`src/rtl/core/bdh_pkg.sv`:
```
// ----------------------------------------------------------------------------
// Button debouncer package
// Shared types, register indexes and helpers for the debouncer with hold
// detection.
// ----------------------------------------------------------------------------
`default_nettype none

package bdh_pkg;

  // Widths of the fields and configuration registers.
  localparam int unsigned TimeW  = 32;
  localparam int unsigned MsCfgW = 16;
  localparam int unsigned StateW = 2;
  localparam int unsigned InDataW  = 40;
  localparam int unsigned OutDataW = 8;
  localparam int unsigned CfgAddrW = 2;
  localparam int unsigned CfgDataW = 16;

  // Configuration register indexes.
  localparam logic [CfgAddrW-1:0] REG_ACTIVE_LEVEL = 2'd0;
  localparam logic [CfgAddrW-1:0] REG_DEBOUNCE_MS  = 2'd1;
  localparam logic [CfgAddrW-1:0] REG_HOLD_MS      = 2'd2;

  // Reset values of the configuration registers.
  localparam logic              RST_ACTIVE_LEVEL = 1'b0;
  localparam logic [MsCfgW-1:0] RST_DEBOUNCE_MS  = 16'd50;
  localparam logic [MsCfgW-1:0] RST_HOLD_MS      = 16'd1000;

  // Reported button state codes.
  localparam logic [StateW-1:0] CODE_RELEASED = 2'd0;
  localparam logic [StateW-1:0] CODE_PRESS    = 2'd1;
  localparam logic [StateW-1:0] CODE_PRESSED  = 2'd2;
  localparam logic [StateW-1:0] CODE_HOLDING  = 2'd3;

  // Button state machine, one-hot.
  typedef enum logic [3:0] {
    ST_RELEASED = 4'b0001,
    ST_PRESS    = 4'b0010,
    ST_PRESSED  = 4'b0100,
    ST_HOLDING  = 4'b1000
  } bdh_state_t;

  // One result word.
  typedef struct packed {
    logic              click_event;
    logic              up_event;
    logic              hold_event;
    logic              down_event;
    logic [StateW-1:0] button_state;
  } bdh_result_t;

  // Maps the one-hot state onto the reported code.
  function automatic logic [StateW-1:0] state_code(input bdh_state_t st);
    logic [StateW-1:0] code;
    unique case (st)
      ST_RELEASED: code = CODE_RELEASED;
      ST_PRESS:    code = CODE_PRESS;
      ST_PRESSED:  code = CODE_PRESSED;
      ST_HOLDING:  code = CODE_HOLDING;
      default:     code = CODE_RELEASED;
    endcase
    return code;
  endfunction

endpackage

`default_nettype wire

```
`src/rtl/core/bdh_step.sv`:
```
// ----------------------------------------------------------------------------
// Button debouncer step logic
// Works out the next state, the press time stamp and the event flags for one
// pin sample, following the cascaded released/press/pressed/holding order.
// ----------------------------------------------------------------------------
`default_nettype none

module bdh_step import bdh_pkg::*; (
  input  wire bdh_state_t               state,
  input  wire logic [TimeW-1:0]         stamp,
  input  wire logic                     active,
  input  wire logic [TimeW-1:0]         now_ms,
  input  wire logic [MsCfgW-1:0]        debounce_ms,
  input  wire logic [MsCfgW-1:0]        hold_ms,
  output bdh_state_t                    state_nxt,
  output logic [TimeW-1:0]              stamp_nxt,
  output bdh_result_t                   result
);

  // Elapsed time is measured from the (possibly just taken) stamp.
  logic [TimeW-1:0] stamp_base;
  logic [TimeW-1:0] elapsed;
  logic             debounce_done;
  logic             hold_done;

  assign stamp_base    = (active && (state == ST_RELEASED)) ? now_ms : stamp;
  assign elapsed       = now_ms - stamp_base;
  assign debounce_done = elapsed >= {{(TimeW-MsCfgW){1'b0}}, debounce_ms};
  // A zero hold time never fires: it is kept out of the compare.
  assign hold_done     = (hold_ms != '0) &&
                         (elapsed >= {{(TimeW-MsCfgW){1'b0}}, hold_ms});

  // Cascaded state update: a press may go through to pressed and holding
  // within the same sample.
  always_comb begin
    bdh_state_t st;
    logic       down, hold, up, click;
    st        = state;
    stamp_nxt = stamp;
    down      = 1'b0;
    hold      = 1'b0;
    up        = 1'b0;
    click     = 1'b0;
    if (active) begin
      if (st == ST_RELEASED) begin
        stamp_nxt = now_ms;
        st        = ST_PRESS;
      end
      if ((st == ST_PRESS) || (st == ST_PRESSED)) begin
        if ((st == ST_PRESS) && debounce_done) begin
          st   = ST_PRESSED;
          down = 1'b1;
        end
        if (hold_done) begin
          st   = ST_HOLDING;
          hold = 1'b1;
        end
      end
    end else begin
      if (st == ST_PRESSED) begin
        up    = 1'b1;
        click = 1'b1;
      end else if (st == ST_HOLDING) begin
        up = 1'b1;
      end
      st = ST_RELEASED;
    end
    state_nxt           = st;
    result.button_state = state_code(st);
    result.down_event   = down;
    result.hold_event   = hold;
    result.up_event     = up;
    result.click_event  = click;
  end

endmodule

`default_nettype wire

```
`src/rtl/core/button_debounce_hold_fsm.sv`:
```
// Path: the input word is registered in the input stage, and its result word
// is then registered onto out_tdata, where it waits until it is taken.
// Throughput: one sample per cycle unless out_tready holds results back;
// the state machine and the 32-bit elapsed time subtract and compares sit in
// one stage between input and result registers; the state updates per sample.
// Reset: synchronous, active low; state released, stamp zero, registers at
// active level 0, debounce 50 ms and hold 1000 ms.
// ----------------------------------------------------------------------------
// Button debouncer with hold detection
// Streams pin samples with millisecond times in and state plus event flags
// out, one result word per sample.
// ----------------------------------------------------------------------------
`default_nettype none

module button_debounce_hold_fsm import bdh_pkg::*; (
  input  wire logic                 clk,
  input  wire logic                 rst_n,
  // Input samples
  input  wire logic                 in_tvalid,
  output logic                      in_tready,
  input  wire logic [InDataW-1:0]   in_tdata,   // [0] pin_level, [32:1] now_ms
  // Result words
  output logic                      out_tvalid,
  input  wire logic                 out_tready,
  output logic [OutDataW-1:0]       out_tdata,  // [1:0] button_state,
                                                // [2] down_event, [3] hold_event,
                                                // [4] up_event, [5] click_event
  // Configuration writes
  input  wire logic                 cfg_we,
  input  wire logic [CfgAddrW-1:0]  cfg_addr,
  input  wire logic [CfgDataW-1:0]  cfg_wdata
);

  // Configuration registers.
  logic              active_level_r;
  logic [MsCfgW-1:0] debounce_ms_r;
  logic [MsCfgW-1:0] hold_ms_r;

  always_ff @(posedge clk) begin
    if (!rst_n) begin
      active_level_r <= RST_ACTIVE_LEVEL;
      debounce_ms_r  <= RST_DEBOUNCE_MS;
      hold_ms_r      <= RST_HOLD_MS;
    end else if (cfg_we) begin
      unique case (cfg_addr)
        REG_ACTIVE_LEVEL: active_level_r <= cfg_wdata[0];
        REG_DEBOUNCE_MS:  debounce_ms_r  <= cfg_wdata[MsCfgW-1:0];
        REG_HOLD_MS:      hold_ms_r      <= cfg_wdata[MsCfgW-1:0];
        default: ;
      endcase
    end
  end

  // Input register stage.
  logic             in_vld_r;
  logic             pin_r;
  logic [TimeW-1:0] now_r;
  logic             s1_adv;
  logic             out_vld_r;
  bdh_result_t      out_res_r;

  assign s1_adv    = in_vld_r && (!out_vld_r || out_tready);
  assign in_tready = !in_vld_r || s1_adv;

  always_ff @(posedge clk) begin
    if (!rst_n) begin
      in_vld_r <= 1'b0;
    end else if (in_tready) begin
      in_vld_r <= in_tvalid;
    end
  end

  always_ff @(posedge clk) begin
    if (in_tvalid && in_tready) begin
      pin_r <= in_tdata[0];
      now_r <= in_tdata[TimeW:1];
    end
  end

  // Button state and the time of the last press.
  bdh_state_t       state_r, state_nxt;
  logic [TimeW-1:0] stamp_r, stamp_nxt;
  bdh_result_t      res_nxt;

  bdh_step u_step (
    .state       (state_r),
    .stamp       (stamp_r),
    .active      (pin_r == active_level_r),
    .now_ms      (now_r),
    .debounce_ms (debounce_ms_r),
    .hold_ms     (hold_ms_r),
    .state_nxt   (state_nxt),
    .stamp_nxt   (stamp_nxt),
    .result      (res_nxt)
  );

  always_ff @(posedge clk) begin
    if (!rst_n) begin
      state_r <= ST_RELEASED;
      stamp_r <= '0;
    end else if (s1_adv) begin
      state_r <= state_nxt;
      stamp_r <= stamp_nxt;
    end
  end

  // Result register.
  always_ff @(posedge clk) begin
    if (!rst_n) begin
      out_vld_r <= 1'b0;
    end else if (!out_vld_r || out_tready) begin
      out_vld_r <= in_vld_r;
    end
  end

  always_ff @(posedge clk) begin
    if (s1_adv) begin
      out_res_r <= res_nxt;
    end
  end

  assign out_tvalid = out_vld_r;
  assign out_tdata  = {{(OutDataW-$bits(bdh_result_t)){1'b0}}, out_res_r};

  // A click is always a release as well.
  assert property (@(posedge clk) disable iff (!rst_n)
    out_vld_r && out_res_r.click_event |-> out_res_r.up_event)
    else $error("click without up");

  // A release always leaves the button released.
  assert property (@(posedge clk) disable iff (!rst_n)
    out_vld_r && out_res_r.up_event |-> out_res_r.button_state == CODE_RELEASED)
    else $error("up event with state not released");

  // A hold always leaves the button holding.
  assert property (@(posedge clk) disable iff (!rst_n)
    out_vld_r && out_res_r.hold_event |-> out_res_r.button_state == CODE_HOLDING)
    else $error("hold event with state not holding");

  // A press without a hold leaves the button pressed.
  assert property (@(posedge clk) disable iff (!rst_n)
    out_vld_r && out_res_r.down_event && !out_res_r.hold_event
      |-> out_res_r.button_state == CODE_PRESSED)
    else $error("down event with state not pressed");

  // The stamp only changes when a sample finds the button released.
  assert property (@(posedge clk) disable iff (!rst_n)
    s1_adv && (state_r != ST_RELEASED) |=> $stable(stamp_r))
    else $error("stamp changed outside a new press");

endmodule

`default_nettype wire

```
`config.mk`:
```
export PLATFORM = sky130hd
export DESIGN_NAME = button_debounce_hold_fsm
export DESIGN_NICKNAME = d
export VERILOG_FILES = /design/src/rtl/core/bdh_pkg.sv /design/src/rtl/core/bdh_step.sv /design/src/rtl/core/button_debounce_hold_fsm.sv
export SDC_FILE = /design/constraint.sdc
export NUM_CORES = 1
export LEC_CHECK = 0
export ABC_CLOCK_PERIOD_IN_PS = 5000
export BUFFER_PORTS_ARGS = -buffer_cell sky130_fd_sc_hd__buf_2
export CAP_MARGIN = 40
export CORE_UTILIZATION = 29
export DETAILED_ROUTE_END_ITERATION = 8
export GPL_ROUTABILITY_DRIVEN = 0
export HOLD_SLACK_MARGIN = 0.06
export PLACE_DENSITY_LB_ADDON = 0.3
export SKIP_CTS_REPAIR_TIMING = 1
export SLEW_MARGIN = 20
export SYNTH_ARGS = -nofsm -noshare
export SYNTH_HDL_FRONTEND = slang
export SYNTH_SLANG_ARGS = --single-unit
```
`constraint.sdc`:
```
create_clock -name clk -period 5 [get_ports clk]
set_input_delay 0.5 -clock clk [delete_from_list [all_inputs] [get_ports clk]]
set_output_delay 0.5 -clock clk [all_outputs]
set_load 0.01 [all_outputs]
```
==> reports/qor.json <==
{
  "run_status": {
    "run_status": "finished, final reports clean"
  },
  "finish": {
    "area_growth_syn_to_layout_pct": 20.9,
    "stdcell_count": 1225,
    "num-nets-final": 1028,
    "fill_cells": 2530,
    "antenna-diode-count": 0,
    "drive_gt1_share_pct": 19.1
  },
  "sta": {
    "setup_slack_ns": 0.331,
    "final.period_utilization_pct": 93.4,
    "period_minus_slack_ns": 4.67,
    "setup_viol": 0,
    "maxSlewHeadroom_pct": 52.2,
    "whs_ns": 0.314,
    "timing.fmax_mhz": 214,
    "timing.final.hold_violations": 0,
    "tightest_slew_ns": 0.717,
    "slew_viols_final": 0,
    "worst_clk_skew_ns": 0.0109
  },
  "yosys": {
    "syn_avg_cell_area_um2": 8.88,
    "post_synth_edffs": 39,
    "main_flop_type_after_synthesis": "sky130_fd_sc_hd__dfxtp_1",
    "area_fraction_of_the_dominant_cell_type_after_synthesis_pct": 20.1,
    "synth-seq-cells": 110,
    "yosys.cell_count.top_type": "sky130_fd_sc_hd__nand2_1",
    "netlist_top_cells_area": "sky130_fd_sc_hd__dfxtp_1, sky130_fd_sc_hd__edfxtp_1, sky130_fd_sc_hd__ha_1",
    "post_synth_num_cell_types": 69,
    "postSynthCellCount": 796,
    "netlist.top_cell.by_area": "sky130_fd_sc_hd__dfxtp_1",
    "ys.warnings.count": 0,
    "netlist_top_cells_count": "sky130_fd_sc_hd__nand2_1, sky130_fd_sc_hd__dfxtp_1, sky130_fd_sc_hd__ha_1",
    "synth_sequential_area_ratio_pct": 36.7,
    "syn_area_um2": 7070,
    "synthArstFlopShare_pct": 0
  },
  "floorplanning": {
    "floorplan.die_area_um2": 25000,
    "io-pin-count": 73,
    "initial_cell_density_of_the_core_pct": 29.9,
    "dieWidth_um": 158,
    "placement_rows": 56,
    "core_region_um2": 23700,
    "dieHeight_um": 158
  },
  "grt": {
    "vias_in_the_first_global_route": 5554,
    "global_route_total_overflow": 0,
    "use_met2_pct": 22.4,
    "grtUsageTotal_pct": 14.2,
    "met1_usage_pct": 19.7,
    "grt.met3_usage_pct": 1.78,
    "grt_first_pass_wirelength_mm": 27.8,
    "grt_max_degree": 46,
    "antenna_found_initial": 0,
    "globalRoute.busiestLayer": "met2"
  },
  "clock_tree": {
    "clock_tree_buf_depth": 2,
    "clock_sink_count": 110,
    "cts.htree.levels": 3,
    "clock_latency_of_the_later_clocked_register_in_the_worst_skew_pair_ns": 0.36,
    "clk_pin_slew_worst_paths_ns": 0.08,
    "tritoncts_clock_tree": "yes",
    "cts_made_buffers": 9,
    "clock_tree.root_cell": "sky130_fd_sc_hd__clkbuf_16"
  },
  "placed_design": {
    "detailed_place_hpwl_mm": 13.0,
    "dp.cells": 1205,
    "worst_slack_at_placement_ns": 0.186,
    "io_buffers": 63
  },
  "routing": {
    "drt.antenna.violating_nets": 0,
    "routed-via-count": 5843,
    "totalWireLength_mm": 17.2,
    "drc": 0,
    "first_pass_detailed_route_iteration_total": 4,
    "detail_route.iter0.violations": 240,
    "average_routed_wire_per_standard_cell_um": 14.1,
    "vias_per_cell": 4.77
  },
  "critical_path": {
    "cp-end-kind": "flop",
    "critPathArrivalTime_ns": 4.92,
    "timing.reg2reg.setup_slack_ns": 0.33,
    "critPathLaunchType": "flop",
    "setup.worst_path.class": "flop to flop",
    "critical_path.reg2reg.startpoint": "pin_r",
    "reg2reg_depth": 23,
    "crit_path_max_fanout": 6,
    "required_time_at_the_worst_slack_endpoint_ns": 5.25,
    "r2r_end": "state_r[3]"
  },
  "worst_hold_path": {
    "hold_path.startpoint": "in_tdata[4]",
    "worst_hold_path.num_cells": 1,
    "min-delay-path-class": "input pin to flop",
    "holdPathEnd": "now_r[3]"
  },
  "pwr": {
    "max-vdd-ir-drop_uv": 154,
    "power_leakage_nw": 3.47,
    "p_per_area_nw_per_um2": 325
  },
  "job": {
    "drv_cap": 0
  }
}
worst max path at each step:
stage,start,to,slack [ns],cells past startpoint
after global placement,pin_r,out_tdata[1],0.22,22
after floorplan,state_r[3],state_r[3],0.18,25
after detailed placement,pin_r,state_r[3],0.19,19
after global routing,pin_r,state_r[3],-0.002,18
final,pin_r,state_r[3],0.33,23
after CTS,pin_r,state_r[3],0.13,19
cell families (layout without fill, tap and decap cells):
logic type	after synthesis	count (layout)	share of synthesized area, %
compound gates	227	227	23.1
xor+xnor	26	26	3.33
fa+ha+maj	64	64	11.4
buf+inv	79	188	4.37
flops	110	110	36.7
mux	34	34	4.81
other cells	1	2	0.0530
simple gates	255	255	16.3
per-stage QoR:
| step | power [mW] | area [um^2] | util, % | TNS (ns) |
|---|---|---|---|---|
| after global routing | 2.97 | 8550 | 36.1 | -0.00160 |
| final | 2.78 | 8550 | 36.1 | 0 |
| after CTS | 2.78 | 8440 | 35.7 | 0 |
| after detailed placement | 2.04 | 8150 | 34.4 | 0 |
| after global placement | 2.03 | 8130 | 34.3 | 0 |
| after floorplan | 1.70 | 7070 | - | 0 |
worst max-delay path: stages (launching register included):
cell	delay, ns
sky130_fd_sc_hd__edfxtp_1	0.43
sky130_fd_sc_hd__xnor2_2	0.20
sky130_fd_sc_hd__nand4_1	0.22
sky130_fd_sc_hd__buf_4	0.23
sky130_fd_sc_hd__o21ai_1	0.12
sky130_fd_sc_hd__ha_2	0.19
sky130_fd_sc_hd__inv_1	0.05
sky130_fd_sc_hd__fa_2	0.35
sky130_fd_sc_hd__a21o_2	0.25
sky130_fd_sc_hd__nand4_4	0.13
sky130_fd_sc_hd__a21oi_1	0.08
sky130_fd_sc_hd__nor2b_1	0.16
sky130_fd_sc_hd__o21ai_1	0.11
sky130_fd_sc_hd__a21o_1	0.20
sky130_fd_sc_hd__a21oi_2	0.16
sky130_fd_sc_hd__xnor2_2	0.14
sky130_fd_sc_hd__ha_1	0.27
sky130_fd_sc_hd__nand4_1	0.09
sky130_fd_sc_hd__a211o_1	0.11
sky130_fd_sc_hd__a31oi_1	0.08
sky130_fd_sc_hd__or3_4	0.35
sky130_fd_sc_hd__o31ai_4	0.36
sky130_fd_sc_hd__nor2_1	0.07
sky130_fd_sc_hd__o221a_1	0.22
sequential cells by signal, indices dropped and copies added, names as in the netlist:
| name | cells |
|---|---|
| stamp_r | 32 |
| state_r | 4 |
| debounce_ms_r | 16 |
| hold_ms_r | 16 |
| out_tvalid | 1 |
| pin_r | 1 |
| out_tdata | 6 |
| now_r | 32 |
| in_vld_r | 1 |
| active_level_r | 1 |
report_power, final:
part / switching (mW) / internal, mW / leakage, nW
Combinational: 0.565 / 0.482 / 2.37
Sequential: 0.0269 / 0.973 / 0.957
Clock: 0.345 / 0.385 / 0.148
Total: 0.936 / 1.84 / 3.47
layout by cell type (no fill, tap or decap), drive strengths merged, types with 12 or more instances in the layout:
| cell | netlist | final |
|---|---|---|
| xor2 | 12 | 12 |
| buf | 6 | 132 |
| a21oi | 41 | 41 |
| dfxtp | 71 | 71 |
| nand2 | 154 | 154 |
| nor2 | 35 | 35 |
| inv | 39 | 41 |
| xnor2 | 14 | 14 |
| ha | 63 | 63 |
| o211ai | 17 | 17 |
| a21o | 21 | 21 |
| a21boi | 59 | 59 |
| mux2i | 34 | 34 |
| edfxtp | 39 | 39 |
| o21ai | 25 | 25 |
| nand4 | 16 | 16 |
| clkbuf | 34 | 13 |
metal layers:
layer	vias to the layer above	routed length [um]	share of wire [%]
met1	2689	8960	52
met4	0	276	1.6
met5	-	0	0
met2	76	7520	44
met3	13	453	2.6
li1	3065	-	-
final cells by class:
class	instances	area [um^2]	area share, %
clock inverter	4	27.5	0.322
timing repair buffer	133	891	10.4
inverter	39	146	1.71
multi-input combinational	608	4230	49.4
clock buffer	12	268	3.13
sequential	110	2590	30.3
tap	319	399	4.67
No activity file was read; power rests on OpenSTA's default activity.
